===== src/rtl/assert_macros.svh =====
// Assertion macros shared by the RTL of the MessagePack token decoder.
// Depends on nothing; the macros expand to nothing when SYNTHESIS is defined.
`ifndef ASSERT_MACROS_SVH
`define ASSERT_MACROS_SVH
`ifndef SYNTHESIS
`define ASSERT_PROP(lbl, clk, rstn, prop, msg) \
	lbl: assert property (@(posedge clk) disable iff (!rstn) prop) else $error(msg);
`define ASSERT_NEVER(lbl, clk, rstn, expr, msg) \
	lbl: assert property (@(posedge clk) disable iff (!rstn) !(expr)) else $error(msg);
`else
`define ASSERT_PROP(lbl, clk, rstn, prop, msg)
`define ASSERT_NEVER(lbl, clk, rstn, expr, msg)
`endif
`endif


===== src/rtl/mptd_pkg.sv =====
// Types and constants of the MessagePack token decoder.
// Depends on nothing; used by msgpack_token_decoder.
`timescale 1ns / 1ps

package mptd_pkg;

	typedef enum logic [3:0] {
		K_NIL     = 4'd0,
		K_FALSE   = 4'd1,
		K_TRUE    = 4'd2,
		K_INT     = 4'd3,
		K_FLOAT   = 4'd4,
		K_STR     = 4'd5,
		K_BIN     = 4'd6,
		K_ARRAY   = 4'd7,
		K_MAP     = 4'd8,
		K_PAYLOAD = 4'd9,
		K_BADTYPE = 4'd10,
		K_TRUNC   = 4'd11
	} kind_t;

	typedef enum logic [1:0] {
		PH_HEADER  = 2'd0,
		PH_FIELD   = 2'd1,
		PH_PAYLOAD = 2'd2
	} phase_t;

	localparam logic [7:0] TB_POSFIX_MAX = 8'h7f;
	localparam logic [7:0] TB_NEGFIX_MIN = 8'he0;
	localparam logic [7:0] TB_FIXMAP_MAX = 8'h8f;
	localparam logic [7:0] TB_FIXARR_MAX = 8'h9f;
	localparam logic [7:0] TB_FIXSTR_MAX = 8'hbf;
	localparam logic [7:0] TB_NIL        = 8'hc0;
	localparam logic [7:0] TB_FALSE      = 8'hc2;
	localparam logic [7:0] TB_TRUE       = 8'hc3;
	localparam logic [7:0] TB_BIN8       = 8'hc4;
	localparam logic [7:0] TB_BIN16      = 8'hc5;
	localparam logic [7:0] TB_BIN32      = 8'hc6;
	localparam logic [7:0] TB_FLOAT32    = 8'hca;
	localparam logic [7:0] TB_FLOAT64    = 8'hcb;
	localparam logic [7:0] TB_UINT8      = 8'hcc;
	localparam logic [7:0] TB_UINT16     = 8'hcd;
	localparam logic [7:0] TB_UINT32     = 8'hce;
	localparam logic [7:0] TB_UINT64     = 8'hcf;
	localparam logic [7:0] TB_INT8       = 8'hd0;
	localparam logic [7:0] TB_INT16      = 8'hd1;
	localparam logic [7:0] TB_INT32      = 8'hd2;
	localparam logic [7:0] TB_INT64      = 8'hd3;
	localparam logic [7:0] TB_STR8       = 8'hd9;
	localparam logic [7:0] TB_STR16      = 8'hda;
	localparam logic [7:0] TB_STR32      = 8'hdb;
	localparam logic [7:0] TB_ARRAY16    = 8'hdc;
	localparam logic [7:0] TB_ARRAY32    = 8'hdd;
	localparam logic [7:0] TB_MAP16      = 8'hde;
	localparam logic [7:0] TB_MAP32      = 8'hdf;

	localparam logic [1:0] WC_8  = 2'd0;
	localparam logic [1:0] WC_16 = 2'd1;
	localparam logic [1:0] WC_32 = 2'd2;
	localparam logic [1:0] WC_64 = 2'd3;

endpackage


===== src/rtl/msgpack_token_decoder.sv =====
// MessagePack token decoder: one stream byte per transaction, at most one result each.
// Depends on mptd_pkg and assert_macros.svh.
//
// Channel   Dir  Fields (tdata / tuser / tlast)
// s_axis    in   data_byte / - / end_of_data
// m_axis    out  value / kind / payload_last
//
// A byte is registered on acceptance, decoded combinationally against the token state
// and its result, if any, lands in the output register when the input stage advances.
// One byte is taken in every cycle while the output register drains or is free.
// Reset clears the token state and both valid flags; the block then expects a header.
// A stalled output holds its result, and once the input stage is full s_axis_tready falls.
`timescale 1ns / 1ps

`include "assert_macros.svh"

module msgpack_token_decoder
	import mptd_pkg::*;
(
	input  logic        clk,
	input  logic        arst_n,
	input  logic        s_axis_tvalid,
	output logic        s_axis_tready,
	input  logic [7:0]  s_axis_tdata,   // [7:0] data_byte
	input  logic        s_axis_tlast,
	output logic        m_axis_tvalid,
	input  logic        m_axis_tready,
	output logic [63:0] m_axis_tdata,   // [63:0] value
	output logic [3:0]  m_axis_tuser,   // [3:0] kind
	output logic        m_axis_tlast
);

	logic        vld_s1;
	logic [7:0]  byte_s1;
	logic        eod_s1;
	logic        adv;

	phase_t      phase_q, ph_d;
	kind_t       pend_q, pk_d;
	logic [3:0]  fleft_q, fl_d;
	logic [1:0]  wcode_q, wc_d;
	logic        sgn_q, sg_d;
	logic        single_q, sf_d;
	logic [63:0] asm_q, asm_d;
	logic [31:0] pleft_q, pl_d;

	logic        res_vld;
	kind_t       res_kind;
	logic [63:0] res_val;
	logic        res_last;

	logic        out_vld_q;
	kind_t       out_kind_q;
	logic [63:0] out_val_q;
	logic        out_last_q;

	function automatic logic [4:0] lead_zeros23(input logic [22:0] m);
		logic [4:0] n;
		n = 5'd23;
		for (int i = 0; i < 23; i++) begin
			if (m[i]) begin
				n = 5'(22 - i);
			end
		end
		return n;
	endfunction

	function automatic logic [63:0] widen_single(input logic [31:0] f);
		logic        s;
		logic [7:0]  e;
		logic [22:0] m;
		logic [4:0]  lz;
		logic [52:0] sh;
		logic [63:0] r;
		s  = f[31];
		e  = f[30:23];
		m  = f[22:0];
		lz = lead_zeros23(m);
		sh = {1'b0, m, 29'd0} << (lz + 5'd1);
		if (e == 8'hff) begin
			r = {s, 11'h7ff, (m != 23'd0), m[21:0], 29'd0};
		end else if (e == 8'd0) begin
			if (m == 23'd0) begin
				r = {s, 63'd0};
			end else begin
				r = {s, 11'(11'd896 - 11'(lz)), sh[51:0]};
			end
		end else begin
			r = {s, 11'(11'(e) + 11'd896), m, 29'd0};
		end
		return r;
	endfunction

	assign adv           = vld_s1 && (!out_vld_q || m_axis_tready);
	assign s_axis_tready = !vld_s1 || adv;

	always_ff @(posedge clk or negedge arst_n) begin
		if (!arst_n) begin
			vld_s1 <= 1'b0;
		end else if (s_axis_tready) begin
			vld_s1 <= s_axis_tvalid;
		end
	end

	always_ff @(posedge clk) begin
		if (s_axis_tvalid && s_axis_tready) begin
			byte_s1 <= s_axis_tdata;
			eod_s1  <= s_axis_tlast;
		end
	end

	always_comb begin
		logic [63:0] nasm;
		logic [3:0]  nleft;
		logic        st_go;
		kind_t       st_kind;
		logic [1:0]  st_code;
		logic        st_sgn;
		logic        st_single;
		logic        lh_go;
		kind_t       lh_kind;
		logic [31:0] lh_len;
		logic        trunc;

		ph_d     = phase_q;
		pk_d     = pend_q;
		fl_d     = fleft_q;
		wc_d     = wcode_q;
		sg_d     = sgn_q;
		sf_d     = single_q;
		asm_d    = asm_q;
		pl_d     = pleft_q;
		res_vld  = 1'b0;
		res_kind = K_NIL;
		res_val  = 64'd0;
		res_last = 1'b0;
		nasm      = {asm_q[55:0], byte_s1};
		nleft     = fleft_q - 4'd1;
		st_go     = 1'b0;
		st_kind   = K_INT;
		st_code   = 2'd0;
		st_sgn    = 1'b0;
		st_single = 1'b0;
		lh_go     = 1'b0;
		lh_kind   = K_STR;
		lh_len    = 32'd0;
		trunc     = 1'b0;

		unique case (phase_q)
			PH_PAYLOAD: begin
				if (eod_s1 && pleft_q != 32'd1) begin
					trunc = 1'b1;
				end else begin
					res_vld  = 1'b1;
					res_kind = K_PAYLOAD;
					res_val  = {56'd0, byte_s1};
					res_last = (pleft_q == 32'd1);
					pl_d     = pleft_q - 32'd1;
					if (pleft_q == 32'd1) begin
						ph_d = PH_HEADER;
						pl_d = 32'd0;
					end
				end
			end
			PH_FIELD: begin
				asm_d = nasm;
				fl_d  = nleft;
				if (nleft != 4'd0) begin
					trunc = eod_s1;
				end else begin
					ph_d = PH_HEADER;
					unique case (pend_q)
						K_INT: begin
							res_vld  = 1'b1;
							res_kind = K_INT;
							unique case (wcode_q)
								WC_8:   res_val = {{56{sgn_q & nasm[7]}}, nasm[7:0]};
								WC_16:  res_val = {{48{sgn_q & nasm[15]}}, nasm[15:0]};
								WC_32:  res_val = {{32{sgn_q & nasm[31]}}, nasm[31:0]};
								default: res_val = nasm;
							endcase
						end
						K_FLOAT: begin
							res_vld  = 1'b1;
							res_kind = K_FLOAT;
							res_val  = single_q ? widen_single(nasm[31:0]) : nasm;
						end
						K_STR, K_BIN: begin
							lh_go   = 1'b1;
							lh_kind = pend_q;
							lh_len  = nasm[31:0];
						end
						default: begin
							res_vld  = 1'b1;
							res_kind = pend_q;
							res_val  = nasm;
						end
					endcase
				end
			end
			default: begin
				ph_d = PH_HEADER;
				if (byte_s1 <= TB_POSFIX_MAX) begin
					res_vld  = 1'b1;
					res_kind = K_INT;
					res_val  = {56'd0, byte_s1};
				end else if (byte_s1 >= TB_NEGFIX_MIN) begin
					res_vld  = 1'b1;
					res_kind = K_INT;
					res_val  = {{56{1'b1}}, byte_s1};
				end else if (byte_s1 <= TB_FIXMAP_MAX) begin
					res_vld  = 1'b1;
					res_kind = K_MAP;
					res_val  = {60'd0, byte_s1[3:0]};
				end else if (byte_s1 <= TB_FIXARR_MAX) begin
					res_vld  = 1'b1;
					res_kind = K_ARRAY;
					res_val  = {60'd0, byte_s1[3:0]};
				end else if (byte_s1 <= TB_FIXSTR_MAX) begin
					lh_go   = 1'b1;
					lh_kind = K_STR;
					lh_len  = {27'd0, byte_s1[4:0]};
				end else begin
					unique case (byte_s1)
						TB_NIL: begin
							res_vld  = 1'b1;
							res_kind = K_NIL;
						end
						TB_FALSE: begin
							res_vld  = 1'b1;
							res_kind = K_FALSE;
						end
						TB_TRUE: begin
							res_vld  = 1'b1;
							res_kind = K_TRUE;
						end
						TB_BIN8, TB_BIN16, TB_BIN32: begin
							st_go   = 1'b1;
							st_kind = K_BIN;
							st_code = byte_s1[1:0];
						end
						TB_FLOAT32: begin
							st_go     = 1'b1;
							st_kind   = K_FLOAT;
							st_code   = WC_32;
							st_single = 1'b1;
						end
						TB_FLOAT64: begin
							st_go   = 1'b1;
							st_kind = K_FLOAT;
							st_code = WC_64;
						end
						TB_UINT8, TB_UINT16, TB_UINT32, TB_UINT64: begin
							st_go   = 1'b1;
							st_kind = K_INT;
							st_code = byte_s1[1:0];
						end
						TB_INT8, TB_INT16, TB_INT32, TB_INT64: begin
							st_go   = 1'b1;
							st_kind = K_INT;
							st_code = byte_s1[1:0];
							st_sgn  = 1'b1;
						end
						TB_STR8, TB_STR16, TB_STR32: begin
							st_go   = 1'b1;
							st_kind = K_STR;
							st_code = byte_s1[1:0] - 2'd1;
						end
						TB_ARRAY16: begin
							st_go   = 1'b1;
							st_kind = K_ARRAY;
							st_code = WC_16;
						end
						TB_ARRAY32: begin
							st_go   = 1'b1;
							st_kind = K_ARRAY;
							st_code = WC_32;
						end
						TB_MAP16: begin
							st_go   = 1'b1;
							st_kind = K_MAP;
							st_code = WC_16;
						end
						TB_MAP32: begin
							st_go   = 1'b1;
							st_kind = K_MAP;
							st_code = WC_32;
						end
						default: begin
							res_vld  = 1'b1;
							res_kind = K_BADTYPE;
							res_val  = {56'd0, byte_s1};
						end
					endcase
				end
			end
		endcase

		if (st_go) begin
			pk_d  = st_kind;
			wc_d  = st_code;
			fl_d  = 4'd1 << st_code;
			sg_d  = st_sgn;
			sf_d  = st_single;
			asm_d = 64'd0;
			ph_d  = PH_FIELD;
			trunc = eod_s1;
		end

		if (lh_go) begin
			if (lh_len != 32'd0 && eod_s1) begin
				trunc = 1'b1;
			end else begin
				res_vld  = 1'b1;
				res_kind = lh_kind;
				res_val  = {32'd0, lh_len};
				pl_d     = lh_len;
				ph_d     = (lh_len != 32'd0) ? PH_PAYLOAD : PH_HEADER;
			end
		end

		if (trunc) begin
			ph_d     = PH_HEADER;
			pl_d     = 32'd0;
			fl_d     = 4'd0;
			res_vld  = 1'b1;
			res_kind = K_TRUNC;
			res_val  = 64'd0;
			res_last = 1'b0;
		end
	end

	always_ff @(posedge clk or negedge arst_n) begin
		if (!arst_n) begin
			phase_q  <= PH_HEADER;
			pend_q   <= K_NIL;
			fleft_q  <= 4'd0;
			wcode_q  <= 2'd0;
			sgn_q    <= 1'b0;
			single_q <= 1'b0;
			asm_q    <= 64'd0;
			pleft_q  <= 32'd0;
		end else if (adv) begin
			phase_q  <= ph_d;
			pend_q   <= pk_d;
			fleft_q  <= fl_d;
			wcode_q  <= wc_d;
			sgn_q    <= sg_d;
			single_q <= sf_d;
			asm_q    <= asm_d;
			pleft_q  <= pl_d;
		end
	end

	always_ff @(posedge clk or negedge arst_n) begin
		if (!arst_n) begin
			out_vld_q <= 1'b0;
		end else if (adv && res_vld) begin
			out_vld_q <= 1'b1;
		end else if (m_axis_tready) begin
			out_vld_q <= 1'b0;
		end
	end

	always_ff @(posedge clk) begin
		if (adv && res_vld) begin
			out_kind_q <= res_kind;
			out_val_q  <= res_val;
			out_last_q <= res_last;
		end
	end

	assign m_axis_tvalid = out_vld_q;
	assign m_axis_tdata  = out_val_q;
	assign m_axis_tuser  = out_kind_q;
	assign m_axis_tlast  = out_last_q;

	`ASSERT_NEVER(a_payload_count, clk, arst_n, phase_q == PH_PAYLOAD && pleft_q == 32'd0, "Payload phase with no bytes left.")
	`ASSERT_NEVER(a_field_count, clk, arst_n, phase_q == PH_FIELD && fleft_q == 4'd0, "Field phase with no bytes left.")
	`ASSERT_PROP(a_eod_resync, clk, arst_n, (adv && eod_s1) |=> (phase_q == PH_HEADER), "State not back to header after end of buffer.")
	`ASSERT_PROP(a_last_is_payload, clk, arst_n, (m_axis_tvalid && m_axis_tlast) |-> (m_axis_tuser == K_PAYLOAD), "Last flag on a result that is not payload.")
	`ASSERT_PROP(a_no_overwrite, clk, arst_n, (out_vld_q && !m_axis_tready) |-> !adv, "Input stage advanced into a stalled output register.")

endmodule


===== config.mk =====
export PLATFORM = sky130hd
export DESIGN_NAME = msgpack_token_decoder
export DESIGN_NICKNAME = d
export VERILOG_FILES = /design/src/rtl/mptd_pkg.sv /design/src/rtl/msgpack_token_decoder.sv
export VERILOG_INCLUDE_DIRS = /design/src /design/src/rtl
export SDC_FILE = /design/constraint.sdc
export NUM_CORES = 1
export LEC_CHECK = 0
export BUFFER_PORTS_ARGS = -buffer_cell sky130_fd_sc_hd__buf_4
export CAP_MARGIN = 20
export CORE_MARGIN = 1.5
export CORE_UTILIZATION = 45
export CTS_CLUSTER_DIAMETER = 30
export DETAILED_ROUTE_END_ITERATION = 6
export SETUP_SLACK_MARGIN = 0.02
export SYNTH_ARGS = -nofsm -noshare
export SYNTH_HDL_FRONTEND = slang
export SYNTH_SLANG_ARGS = --single-unit
export TNS_END_PERCENT = 100

===== constraint.sdc =====
create_clock -name clk -period 6.5 [get_ports clk]
set_input_delay 0.65 -clock clk [delete_from_list [all_inputs] [get_ports clk]]
set_output_delay 0.65 -clock clk [all_outputs]
set_load 0.05 [all_outputs]

### Word-level counts from Yosys, hierarchy flattened

Index checks and enable logic that the tools add are counted.
W data, S select, Z words.

| storage, ports and cells | value |
|---|---|
| register bits after elaboration | 182 |
| input port bits | 13 |
| output and inout port bits | 71 |
| logic and storage cells | 252 |

| cells by class | value |
|---|---|
| add/sub/neg operators | 6 |
| order comparisons | 5 |
| equality and inequality tests | 34 |
| shifts and indexed selects | 2 |
| muxes and demuxes | 150 |
| bitwise logic cells | 4 |
| reductions and logical operators | 36 |

Operators with widths:

| cell | number |
|---|---|
| $mux W64 | 6 |
| $pmux W64 S3 | 2 |
| $mux W32 | 8 |
| $eq A8 B8 Y1 const B | 24 |
| $mux W63 | 3 |
| $mux W5 | 30 |
| $pmux W64 S2 | 1 |
| $mux W56 | 2 |
| $mux W4 | 21 |
| $pmux W32 S2 | 1 |
| $shl A52 B5 Y52 | 1 |
| $mux W1 | 48 |
| $mux W8 | 5 |
| $eq A32 B1 Y1 const B | 1 |
| $ne A32 B1 Y1 const B | 1 |
| $reduce_bool A32 Y1 | 1 |
| $sub A32 B1 Y32 const B | 1 |
| $mux W2 | 14 |
| $le A8 B8 Y1 const B | 3 |
| $pmux W4 S3 | 2 |
| $logic_not A23 Y1 | 1 |
| $reduce_bool A23 Y1 | 1 |
| $reduce_or A23 Y1 | 1 |
| $reduce_or A21 Y1 | 1 |
| other kinds (33) | 58 |

### Longest topological paths before layout

Gate-level depths: netlist of the first run.

| logic depth | value |
|---|---|
| depth after elaboration | 37 |
| mapped depth | 20 |
| gate-level depth less buffers | 16 |

### Worst setup path before layout of the first run

No wires, ideal clock.

| path | value |
|---|---|
| path type | reg2reg |
| start point | register byte_s1[0] |
| end point | register out_val_q[0], in the netlist m_axis_tdata[0], enable pin |
| library setup time | 497 ps |
| arrival time | 5613 ps |
| required time | 6003 ps |
| slack | 390 ps |
| stages on the path, launching flop included | 14 |
| buffers on the path | 3 |
| clock period less this slack | 6110 ps |
| path through | edfxtp_1 -> clkbuf_1 -> inv_1 -> ha_1 -> clkbuf_1 -> nor3_1 -> or4b_1 -> o2111a_1 -> a211oi_2 -> a21o_1 -> and2_1 -> buf_2 -> nor2_1 -> nor2_1 |

| on the way | value |
|---|---|
| cells in the longest elaborated chain, start to end | 14 |
| elaborated cells on any way between the ends | 63 |
| classes of those cells | order compare (5); eq/ne (20); mux (34); reduce/logical (4) |

Ends and longest elaborated chain:

| element | line | RTL |
|---|---|---|
| from (decl) | msgpack_token_decoder.sv:34 | `logic [7:0] byte_s1;` |
| from (signal assigned) | msgpack_token_decoder.sv:107 | `byte_s1 <= s_axis_tdata;` |
| branches (longest 12 deep; another with $le A8 B8 Y1) | -- |  |
| $mux W1 (*) | msgpack_token_decoder.sv:322 | `if (trunc) begin` |
| $logic_and A1 B1 Y1 (*) | msgpack_token_decoder.sv:366 | `if (adv && res_vld) begin` |
| to (signal assigned) | msgpack_token_decoder.sv:368 | `out_val_q <= res_val;` |
| to (decl) | msgpack_token_decoder.sv:54 | `logic [63:0] out_val_q;` |

Every way passes the cells marked *.
A chain may end at the register's enable or synchronous reset.

### Worst setup path after layout of the first run

| path | value |
|---|---|
| start point | register byte_s1[1] |
| end point | register out_val_q[38], in the netlist m_axis_tdata[38], data pin |

| on the way | value |
|---|---|
| cells in the longest elaborated chain, start to end | 36 |
| elaborated cells on any way between the ends | 91 |
| classes of those cells | add/sub (1); order compare (5); eq/ne (20); shift (1); mux (60); reduce/logical (4) |

Ends and longest elaborated chain:

| element | line | RTL |
|---|---|---|
| $mux W5 (22 in series) | msgpack_token_decoder.sv:61 | `if (m[i]) begin` |
| $mux W5 | msgpack_token_decoder.sv:172 | `unique case (pend_q)` |
| $mux W5 | msgpack_token_decoder.sv:168 | `if (nleft != 4'd0) begin` |
| $mux W5 | msgpack_token_decoder.sv:149 | `unique case (phase_q)` |
| $add A5 B1 Y5 | msgpack_token_decoder.sv:79 | `sh = {1'b0, m, 29'd0} << (lz + 5'd1);` |
| $shl A52 B5 Y52 | msgpack_token_decoder.sv:79 |  |
| $mux W63 | msgpack_token_decoder.sv:83 | `if (m == 23'd0) begin` |
| $mux W63 | msgpack_token_decoder.sv:82 | `end else if (e == 8'd0) begin` |
| $mux W63 | msgpack_token_decoder.sv:80 | `if (e == 8'hff) begin` |
| $mux W64 | msgpack_token_decoder.sv:186 | `res_val = single_q ? widen_single(nasm[31:0]) : nasm;` |
| $pmux W64 S3 | msgpack_token_decoder.sv:172 |  |
| $mux W64 | msgpack_token_decoder.sv:168 |  |
| $pmux W64 S2 | msgpack_token_decoder.sv:149 |  |
| $mux W64 | msgpack_token_decoder.sv:311 | `if (lh_len != 32'd0 && eod_s1) begin` |
| $mux W64 | msgpack_token_decoder.sv:310 | `if (lh_go) begin` |

Several ways; a longest one is shown, not always the timed one. The select of a mux whose other input is x is not followed.

==> results.cfg, run 1 <==
[placed_design]
gp_congestion = 0.982
dpl.hpwl_um = 29900
portBuffers = 83

[sta]
tightestPinTransition_ns = 1.07
fin_hold_ws_ns = 0.206
fin_skew_ns = 0.0170
final.setup.tns_ns = 0
relSlewSlack_pct = 28.3
setup_viol = 0
rsz0062_at_grt = false
period_needed_ns = 5.61
finalMaxSlewViolations = 0
max_freq_mhz = 178
hold_viol = 0
finalCritPeriodShare_pct = 86.2

[yosys]
synth_edf_count = 78
async_reset_ff_share_pct = 57.1
synth_area_leaders = dfrtp_1 22%, edfxtp_1 20%, a22o_1 5.5%
synth.distinct_cells = 88
synth_nets = 1344
netlist_area_mm2 = 0.0118
synthCells = 1319
yosysWarningCount = 0
yosysSeqAreaShare_pct = 41.7
yosysMostFrequentCell = nand2_1
syn_avg_cell_area_um2 = 8.98
yosysTopAreaCell = dfrtp_1
synthFlopType = dfrtp_1
synth_common_cells = 131 x nand2_1, 119 x o21ai_0, 106 x a21oi_1
ys_ff_latch = 182
netlist.area_leader.share_pct = 22.0

[cells_and_area]
area_growth_pct = 12.8
n_antenna_cell = 0
n_fill_cell = 2405
register_area_mm2 = 0.00494
drive_gt1_share_pct = 15.3
nets = 1367
multi_input_area_mm2 = 0.00634

[route]
vias_per_cell = 6.69
routed_wl_um = 43700
first_pass_iters = 5
avgRoutedWirePerCell_um = 25.8
routed-wl-met3_um = 4470
vias = 11300
top_layer_used = met5
drt_iter0_drc = 1416
wl_met2_um = 18900
met1_length_um = 18900
drc = 0
ant_nets = 0

[clock_network]
cts-root-buf = clkbuf_16
ctsHoldBuffers = 0
cts-resized-gates = 0
cts_tree = done
cts_sinks = 182
clock_path_buffers = 2
cts_setup_buffers = 0
clk_pin_slew_ns = 0.08
numCtsBuffers = 17
cts_max_level = 4
clk_latency_ns = 0.45

[setup_path]
worst_setup_path_end_kind = register
worstSetupPathType = reg -> reg
crit_required_ns = 6.74
cpLargestDelayFamily = compound AO/OA/AOI/OAI gates
crit_path_cell_trace = inv_1, ha_1, or2_2, a211oi_1, o2111a_1, a21oi_4, inv_2, ha_1, inv_1, a211oi_1, buf_4, nor2_1, nand2_1, a21oi_1, o221ai_1, a31oi_1
arrival_ns = 5.85
cp_slowest_stage_delay_ns = 0.69
start_kind = register
crit_slowest_cell = a21oi_4
worst-path-max-fanout = 23
critPathBufInv = 4
ff2ff_setup_slack_ns = 0.89

[pwr]
pwr_density_cell_mw_per_mm2 = 347
p_seq_share_pct = 32.5
switching_share_pct = 44.3
power_switching_w = 0.00206
p_int_w = 0.00258
cellLeakagePower_nw = 5.31
clock_power_share_pct = 22.5
finalPower_w = 0.00464
power_frac_comb_pct = 45.1
ir_worst_vdd_mv = 0.269

[outcome]
status = finished, final reports clean

[grt]
grt_max_degree = 62
grt_pass1_vias = 10500
grt_pass1_wl_um = 65500
grt_use_total_pct = 32.5
antenna_found_initial = 1
overflow = 0

[floorplanning]
die_x_um = 165
num_io_pins = 84
die_h_um = 165
initial_utilization_pct = 45.7
core_mm2 = 0.0259
core.rowCount = 59
die_area_mm2 = 0.0273

[run]
maxCapViolations = 0

[min_path]
hold_path.class = in -> async
cells in the final DEF, fill, tap and decap left out, drive strengths merged, types with 28 or more instances in the layout:
master / Yosys / final
inv: 35 / 42
edfxtp: 78 / 78
buf: 31 / 124
mux2i: 28 / 28
a21oi: 108 / 108
dfrtp: 104 / 104
a22o: 74 / 74
nand2: 132 / 132
nor3: 42 / 42
o21ai: 131 / 131
nor2: 98 / 98
cell families (layout without fill, tap and decap cells):
family / after synthesis / after routing / synth area share (%)
buffers and inverters: 156 / 192 / 5.20
AND/OR/NAND/NOR: 406 / 406 / 16.8
AO/OA/AOI/OAI: 504 / 504 / 28.8
multiplexers: 43 / 43 / 4.93
adder cells (fa/ha/maj): 12 / 12 / 1.27
flip-flops: 182 / 182 / 41.7
XOR/XNOR: 16 / 16 / 1.25
per-layer routing:
metal,global-route usage (%),up-vias
met3,5.94,112
met5,0,-
met1,47.7,5486
met2,47.0,664
li1,-,5044
met4,12.7,2
worst paths after layout:
check / from / to / cells past startpoint
setup / recovery: byte_s1[1]$_DFFE_PP_ / m_axis_tdata[38]$_SDFFCE_PN0P_ / 16
hold / removal: arst_n / pleft_q[5]$_DFFE_PN0P_ / 1
setup reg to reg: byte_s1[1]$_DFFE_PP_ / m_axis_tdata[38]$_SDFFCE_PN0P_ / 16
hold reg to reg: pleft_q[7]$_DFFE_PN0P_ / pleft_q[7]$_DFFE_PN0P_ / 2
max in group asynchronous: arst_n / asm_q[39]$_DFFE_PN0P_ / 2
min in group clk: s_axis_tlast / eod_s1$_DFFE_PP_ / 1
registers in the layout, indices dropped and copies added (netlist names):
register / cells
pend_q: 4
sgn_q: 1
fleft_q: 4
phase_q: 2
wcode_q: 2
vld_s1: 1
asm_q: 56
m_axis_tvalid: 1
eod_s1: 1
pleft_q: 32
m_axis_tdata: 64
m_axis_tlast: 1
byte_s1: 8
single_q: 1
m_axis_tuser: 4
metrics by stage:
step                      instances  cell area, µm²  utilization (%)  worst slack, ns
after global placement         1657           12800             49.3             1.01
after floorplan                1319           11800                -            0.390
after global routing           1690           13400             51.6            0.591
final                          1690           13400             51.6            0.895
after detailed placement       1657           12800             49.3             1.06
after CTS                      1689           13400             51.5             1.04
cell type report:
cell class                 count  area share, %
multi-input combinational    981           47.5
clock inverter                14           1.02
inverter                      35          0.983
tap                          335           3.14
sequential                   182           37.0
timing repair buffer         125           7.10
clock buffer                  18           3.29
power by group through the flow:
stage	registers [W]	logic (W)	clock network [W]
2_1_floorplan	0.00168	0.00132	0
3_3_place_gp	0.00152	0.00206	0
3_5_place_dp	0.00153	0.00205	0
4_1_cts	0.00150	0.00206	0.00106
5_1_grt	0.00153	0.00224	0.00109
6_report	0.00151	0.00209	0.00104
Note: power is estimated with default switching activity, not from simulation.
==> run 2: changes to the inputs <==
Settings changed: CTS_CLUSTER_DIAMETER 30 to 100, SETUP_SLACK_MARGIN 0.02 to 0.2.
Clock period 6.5 ns to 6 ns, I/O delays scaled along.
==> run 2 against run 1 <==
Via count fell by 0.26%. Utilization up 0.11 points. Highest routed layer is now met4. Global-route usage is 0.63 points higher. Die area stayed put. Critical path type unchanged. Design area rose by 0.21%. Sequential power up 9%. Hold slack lost 0.068 ns. Power rose by 10%. Combinational power rose by 9.6%. Sequential share of layout area down 0.079 points. Clock power grew 14%. Largest cell class unchanged. Flip-flop and latch count stayed put.
==> results.cfg, run 2 (synthesized netlist as in run 1, its figures left out) <==
[setup_path]
worstSetupPathType = reg -> reg
start_kind = register
arrival_ns = 5.19
worst_setup_path_end_kind = register
critPathBufInv = 3
crit_path_cell_trace = buf_4, inv_1, ha_1, or2_2, a211oi_1, o2111a_1, a21oi_4, ha_1, inv_1, nor2_1, or2_2, mux4_2, nor3_1, a21oi_1, a2bb2oi_1, a31o_2, a2bb2oi_1
crit_required_ns = 6.30
worst-path-max-fanout = 14
crit_slowest_cell = ha_1
cp_slowest_stage_delay_ns = 0.53
cpLargestDelayFamily = compound AO/OA/AOI/OAI gates

[min_path]
hold_path.class = in -> async

[floorplanning]
initial_utilization_pct = 45.7
die_area_mm2 = 0.0273
core.rowCount = 59
die_x_um = 165
num_io_pins = 84
core_mm2 = 0.0259
die_h_um = 165

[pwr]
p_seq_share_pct = 32.1
power_frac_comb_pct = 44.7
cellLeakagePower_nw = 5.32
ir_worst_vdd_mv = 0.208
switching_share_pct = 44.4
finalPower_w = 0.00512
power_switching_w = 0.00227
pwr_density_cell_mw_per_mm2 = 382
clock_power_share_pct = 23.2
p_int_w = 0.00285

[route]
top_layer_used = met4
wl_met2_um = 18600
routed-wl-met3_um = 4760
drc = 0
ant_nets = 0
met1_length_um = 19600
vias_per_cell = 6.68
routed_wl_um = 44300
vias = 11300
first_pass_iters = 6
drt_iter0_drc = 1400
avgRoutedWirePerCell_um = 26.3

[sta]
period_needed_ns = 4.89
relSlewSlack_pct = 25.3
tightestPinTransition_ns = 1.12
hold_viol = 0
max_freq_mhz = 204
finalCritPeriodShare_pct = 81.6
fin_skew_ns = 0.0249
final.setup.tns_ns = 0
rsz0062_at_grt = false
finalMaxSlewViolations = 0
setup_viol = 0

[clock_network]
cts_setup_buffers = 0
cts_max_level = 4
cts-root-buf = clkbuf_16
cts_tree = done
clk_pin_slew_ns = 0.09
clk_latency_ns = 0.46
cts_sinks = 182
numCtsBuffers = 17
cts-resized-gates = 0
clock_path_buffers = 2
ctsHoldBuffers = 0

[grt]
overflow = 0
grt_max_degree = 70
grt_pass1_wl_um = 66600
antenna_found_initial = 1
grt_pass1_vias = 10300
grt_use_total_pct = 33.1

[cells_and_area]
n_fill_cell = 2406
drive_gt1_share_pct = 15.1
area_growth_pct = 13.0
nets = 1364
multi_input_area_mm2 = 0.00634
register_area_mm2 = 0.00494
final_cell_mix = 131 x nand2_1, 120 x buf_4, 119 x o21ai_0, 105 x a21oi_1, 104 x dfrtp_1
largest_reg_flops = 64
final_common_cell = nand2_1
final_cells = 1688

[placed_design]
portBuffers = 83
gp_congestion = 0.946
dp.cells = 1655
dpl.hpwl_um = 30300

[outcome]
status = finished, final reports clean

[run]
maxCapViolations = 0
==> run 2: cell types whose count changed in the layout (fill, tap and decap cells not counted) <==
| cell | before | now |
|---|---|---|
| clkbuf_2 | 1 | 0 |
| nor2_2 | 2 | 1 |
| diode_2 | 0 | 1 |
| clkinv_4 | 3 | 2 |
| clkinv_1 | 1 | 0 |
| clkbuf_8 | 1 | 2 |
| clkinvlp_4 | 1 | 0 |
| buf_12 | 1 | 2 |
| inv_4 | 2 | 1 |
| buf_4 | 123 | 120 |
| clkinv_8 | 2 | 5 |
| nor2_1 | 92 | 93 |
==> run 2: cell type report <==
cell class                      instances  area share (%)
Tap cell                              335            3.13
Sequential cell                       182            36.9
Timing Repair Buffer                  122            7.03
Clock buffer                           19            3.38
Multi-Input combinational cell        981            47.3
Antenna cell                            1          0.0187
Clock inverter                         13            1.19
Inverter                               35           0.981
==> run 2: worst register-to-register path, cell delays in order, from the launching register on <==
cell and delay [ns]:
edfxtp_1 0.33, buf_4 0.22, inv_1 0.12, ha_1 0.27, or2_2 0.30, a211oi_1 0.41, o2111a_1 0.34, a21oi_4 0.08
ha_1 0.53, inv_1 0.46, nor2_1 0.13, or2_2 0.28, mux4_2 0.45, nor3_1 0.21, a21oi_1 0.08, a2bb2oi_1 0.16
a31o_2 0.27, a2bb2oi_1 0.12
==> run 2: path summary, 6_finish.rpt <==
path,start,to,slack (ns),cells after the start
setup / recovery,byte_s1[1]$_DFFE_PP_,m_axis_tdata[42]$_SDFFCE_PN0P_,1.11,17
min in group clk,s_axis_tdata[4],byte_s1[4]$_DFFE_PP_,0.32,1
setup reg to reg,byte_s1[1]$_DFFE_PP_,m_axis_tdata[42]$_SDFFCE_PN0P_,1.11,17
hold reg to reg,pleft_q[7]$_DFFE_PN0P_,pleft_q[7]$_DFFE_PN0P_,0.50,2
max in group asynchronous,arst_n,asm_q[32]$_DFFE_PN0P_,4.56,2
hold / removal,arst_n,pleft_q[3]$_DFFE_PN0P_,0.14,1
==> run 2: stage by stage <==
step | instance area, µm² | hold slack (ns) | utilization, % | worst slack (ns)
after floorplan | 11800 | 0.304 | - | 1.06
after global placement | 12800 | 0.477 | 49.3 | 1.26
after detailed placement | 12800 | 0.480 | 49.3 | 1.20
after CTS | 13400 | 0.156 | 51.7 | 1.17
after global routing | 13400 | 0.181 | 51.7 | 0.866
final | 13400 | 0.138 | 51.7 | 1.11
==> run 2: metal layers <==
layer	up-vias	global-route usage (%)
met1	5500	48.5
met3	95	7.82
met2	649	47.1
li1	5035	-
met4	0	12.0
met5	-	0
==> run 2: power groups by stage <==
stage | logic, W | registers (W) | clock network, W
3_3_place_gp | 0.00225 | 0.00166 | 0
6_report | 0.00229 | 0.00164 | 0.00119
2_1_floorplan | 0.00143 | 0.00182 | 0
3_5_place_dp | 0.00224 | 0.00167 | 0
4_1_cts | 0.00225 | 0.00164 | 0.00119
5_1_grt | 0.00246 | 0.00166 | 0.00125
==> run 3: changes to the inputs <==
Settings changed: ABC_AREA set to 1.
Clock period 6 ns to 4.8 ns, I/O delays scaled along.
==> run 3 against run 2 <==
The flow now finishes with violations (DRC). Synthesized cell count grew 23%. Synthesized area is 2.0% higher. Clock skew down 0.0051 ns. Hold slack lost 0.043 ns. Clock power up 24%. Largest cell class unchanged.
==> results.cfg, run 3 <==
[yosys]
yosysSeqAreaShare_pct = 40.9
yosysWarningCount = 0
async_reset_ff_share_pct = 57.1
synthXorXnorAreaFrac_pct = 2.16
ys_ff_latch = 182
synthCells = 1627
synth-simple-area-share_pct = 22.4
syn_avg_cell_area_um2 = 7.43
synth_mux_area_share_pct = 0.0828
synth.distinct_cells = 55
synth_compound_area_share_pct = 23.7
yosysMostFrequentCell = nand2_1
netlist_area_mm2 = 0.0121
netlist.area_leader.share_pct = 21.5
synth_area_leaders = dfrtp_1 22%, edfxtp_1 19%, nand2_1 7.8%
synthFlopType = dfrtp_1
synth_common_cells = 251 x nand2_1, 180 x a21oi_1, 180 x inv_1
synth_top_family_by_area = compound AO/OA/AOI/OAI gates
synth_edf_count = 78
yosysTopAreaCell = dfrtp_1
synth_fa_ha_area_share_pct = 1.24
synth_nets = 1652

[clock_network]
cts-root-buf = clkbuf_16
cts_max_level = 4
cts_sinks = 182
cts_tree = done
numCtsBuffers = 17
clk_latency_ns = 0.45
clk_pin_slew_ns = 0.08
ctsHoldBuffers = 0
clock_path_buffers = 2

[floorplanning]
die_h_um = 167
die_x_um = 167
initial_utilization_pct = 46.1
num_io_pins = 84
die_area_mm2 = 0.0278
core_mm2 = 0.0262
core.rowCount = 59

[sta]
setup_viol = 0
finalMaxSlewViolations = 0
finalCritPeriodShare_pct = 87.4
period_needed_ns = 4.19
hold_viol = 0
tightestPinTransition_ns = 0.998
final.setup.tns_ns = 0
rsz0062_at_grt = false
max_freq_mhz = 238
fin_hold_ws_ns = 0.0945
fin_skew_ns = 0.0198
relSlewSlack_pct = 33.3

[route]
ant_nets = 0
vias_per_cell = 6.12
vias = 12600
drt_iter0_drc = 1460
drc = 2
first_pass_iters = 7
avgRoutedWirePerCell_um = 22.2
routed_wl_um = 45600

[cells_and_area]
n_antenna_cell = 0
area_growth_pct = 15.0
drive_gt1_share_pct = 12.9
final_cells = 2053
post-route-util_pct = 53.0
largest_reg_flops = 64
nets = 1730
final_cell_mix = 249 x nand2_1, 180 x a21oi_1, 179 x inv_1, 153 x buf_4, 152 x nand3_1
final_common_cell = nand2_1

[placed_design]
dpl.hpwl_um = 32900
dp.cells = 2018
portBuffers = 83
gp_congestion = 0.940

[grt]
overflow = 0
grt_pass1_vias = 12000
antenna_found_initial = 0
grt_pass1_wl_um = 70900
grt_max_degree = 56
grt_use_total_pct = 33.0

[setup_path]
worst-path-max-fanout = 32
start_kind = register
worstSetupPathType = reg -> reg
arrival_ns = 4.31
crit_required_ns = 4.92
worst_setup_path_end_kind = register

[run]
maxCapViolations = 0

[pwr]
finalPower_w = 0.0115
pwr_density_cell_mw_per_mm2 = 828
ir_worst_vdd_mv = 0.432
cellLeakagePower_nw = 6.07

[min_path]
hold_path.class = in -> async

[outcome]
status = finished with violations
violations = DRC
[run 3: logic make-up (layout without fill, tap and decap cells)]
kind of cell,count (synthesis),count (layout)
AND/OR/NAND/NOR,606,606
AO/OA/AOI/OAI,506,506
buffers and inverters,291,382
flip-flops,182,182
XOR/XNOR,29,29
adder cells (fa/ha/maj),12,12
multiplexers,1,1
[run 3: area by class of cell]
cell class	count	area, µm²
Fill cell	2554	12300
Tap cell	335	419
Clock buffer	17	425
Sequential cell	182	4940
Timing Repair Buffer	155	1190
Multi-Input combinational cell	1154	6010
Inverter	195	732
Clock inverter	15	176
[run 3: final timing paths]
check,startpoint,to,slack [ns],depth (start not counted)
setup / recovery,byte_s1[1]$_DFFE_PP_,m_axis_tdata[35]$_SDFFCE_PN0P_,0.61,17
hold / removal,arst_n,asm_q[32]$_DFFE_PN0P_,0.09,1
setup reg to reg,byte_s1[1]$_DFFE_PP_,m_axis_tdata[35]$_SDFFCE_PN0P_,0.61,17
hold reg to reg,asm_q[55]$_DFFE_PN0P_,asm_q[55]$_DFFE_PN0P_,0.53,2
max in group asynchronous,arst_n,asm_q[8]$_DFFE_PN0P_,3.39,2
min in group clk,s_axis_tdata[2],byte_s1[2]$_DFFE_PP_,0.20,1
[run 3: metal layers]
| layer | GRT usage, % | wire (µm) | vias to the layer above |
|---|---|---|---|
| met4 | 15.0 | 2020 | 0 |
| li1 | - | - | 5827 |
| met1 | 44.8 | 19300 | 6001 |
| met5 | 0 | 0 | - |
| met2 | 53.4 | 20900 | 629 |
| met3 | 3.35 | 3430 | 110 |
[run 3: timing repair]
item / in CTS / in global routing
setup buffers: 0 / 3
endpoints found under the setup margin: 0 / 36
resized for setup: 0 / 3
endpoints found under the hold margin: 0 / 0
[run 3: through the flow]
stage / instance area [µm²] / setup slack (ns)
global placement: 13300 / 0.503
CTS: 13900 / 0.414
detailed placement: 13300 / 0.458
floorplan: 12100 / 0.607
global route: 13900 / 0.226
finish: 13900 / 0.606
[run 3: critical path, stage by stage (launching register included)]
cell and delay (ns):
edfxtp_1 0.49, inv_2 0.10, buf_4 0.21, ha_1 0.24, nor3_1 0.08, nor4_1 0.32
inv_1 0.12, nand3_1 0.14, nor4_1 0.10, nor2_2 0.23, inv_2 0.10, nand2_1 0.08
nand2_1 0.06, inv_2 0.11, a2111oi_0 0.07, buf_4 0.18, nor2_4 0.73, buf_4 0.46
[run 3: power by group]
| part | switching (W) | total (W) | leakage [nW] | internal [W] |
|---|---|---|---|---|
| combinational | 0.00521 | 0.00737 | 3.63 | 0.00216 |
| sequential | 0.000421 | 0.00264 | 2.14 | 0.00222 |
| clock | 0.000736 | 0.00148 | 0.296 | 0.000748 |
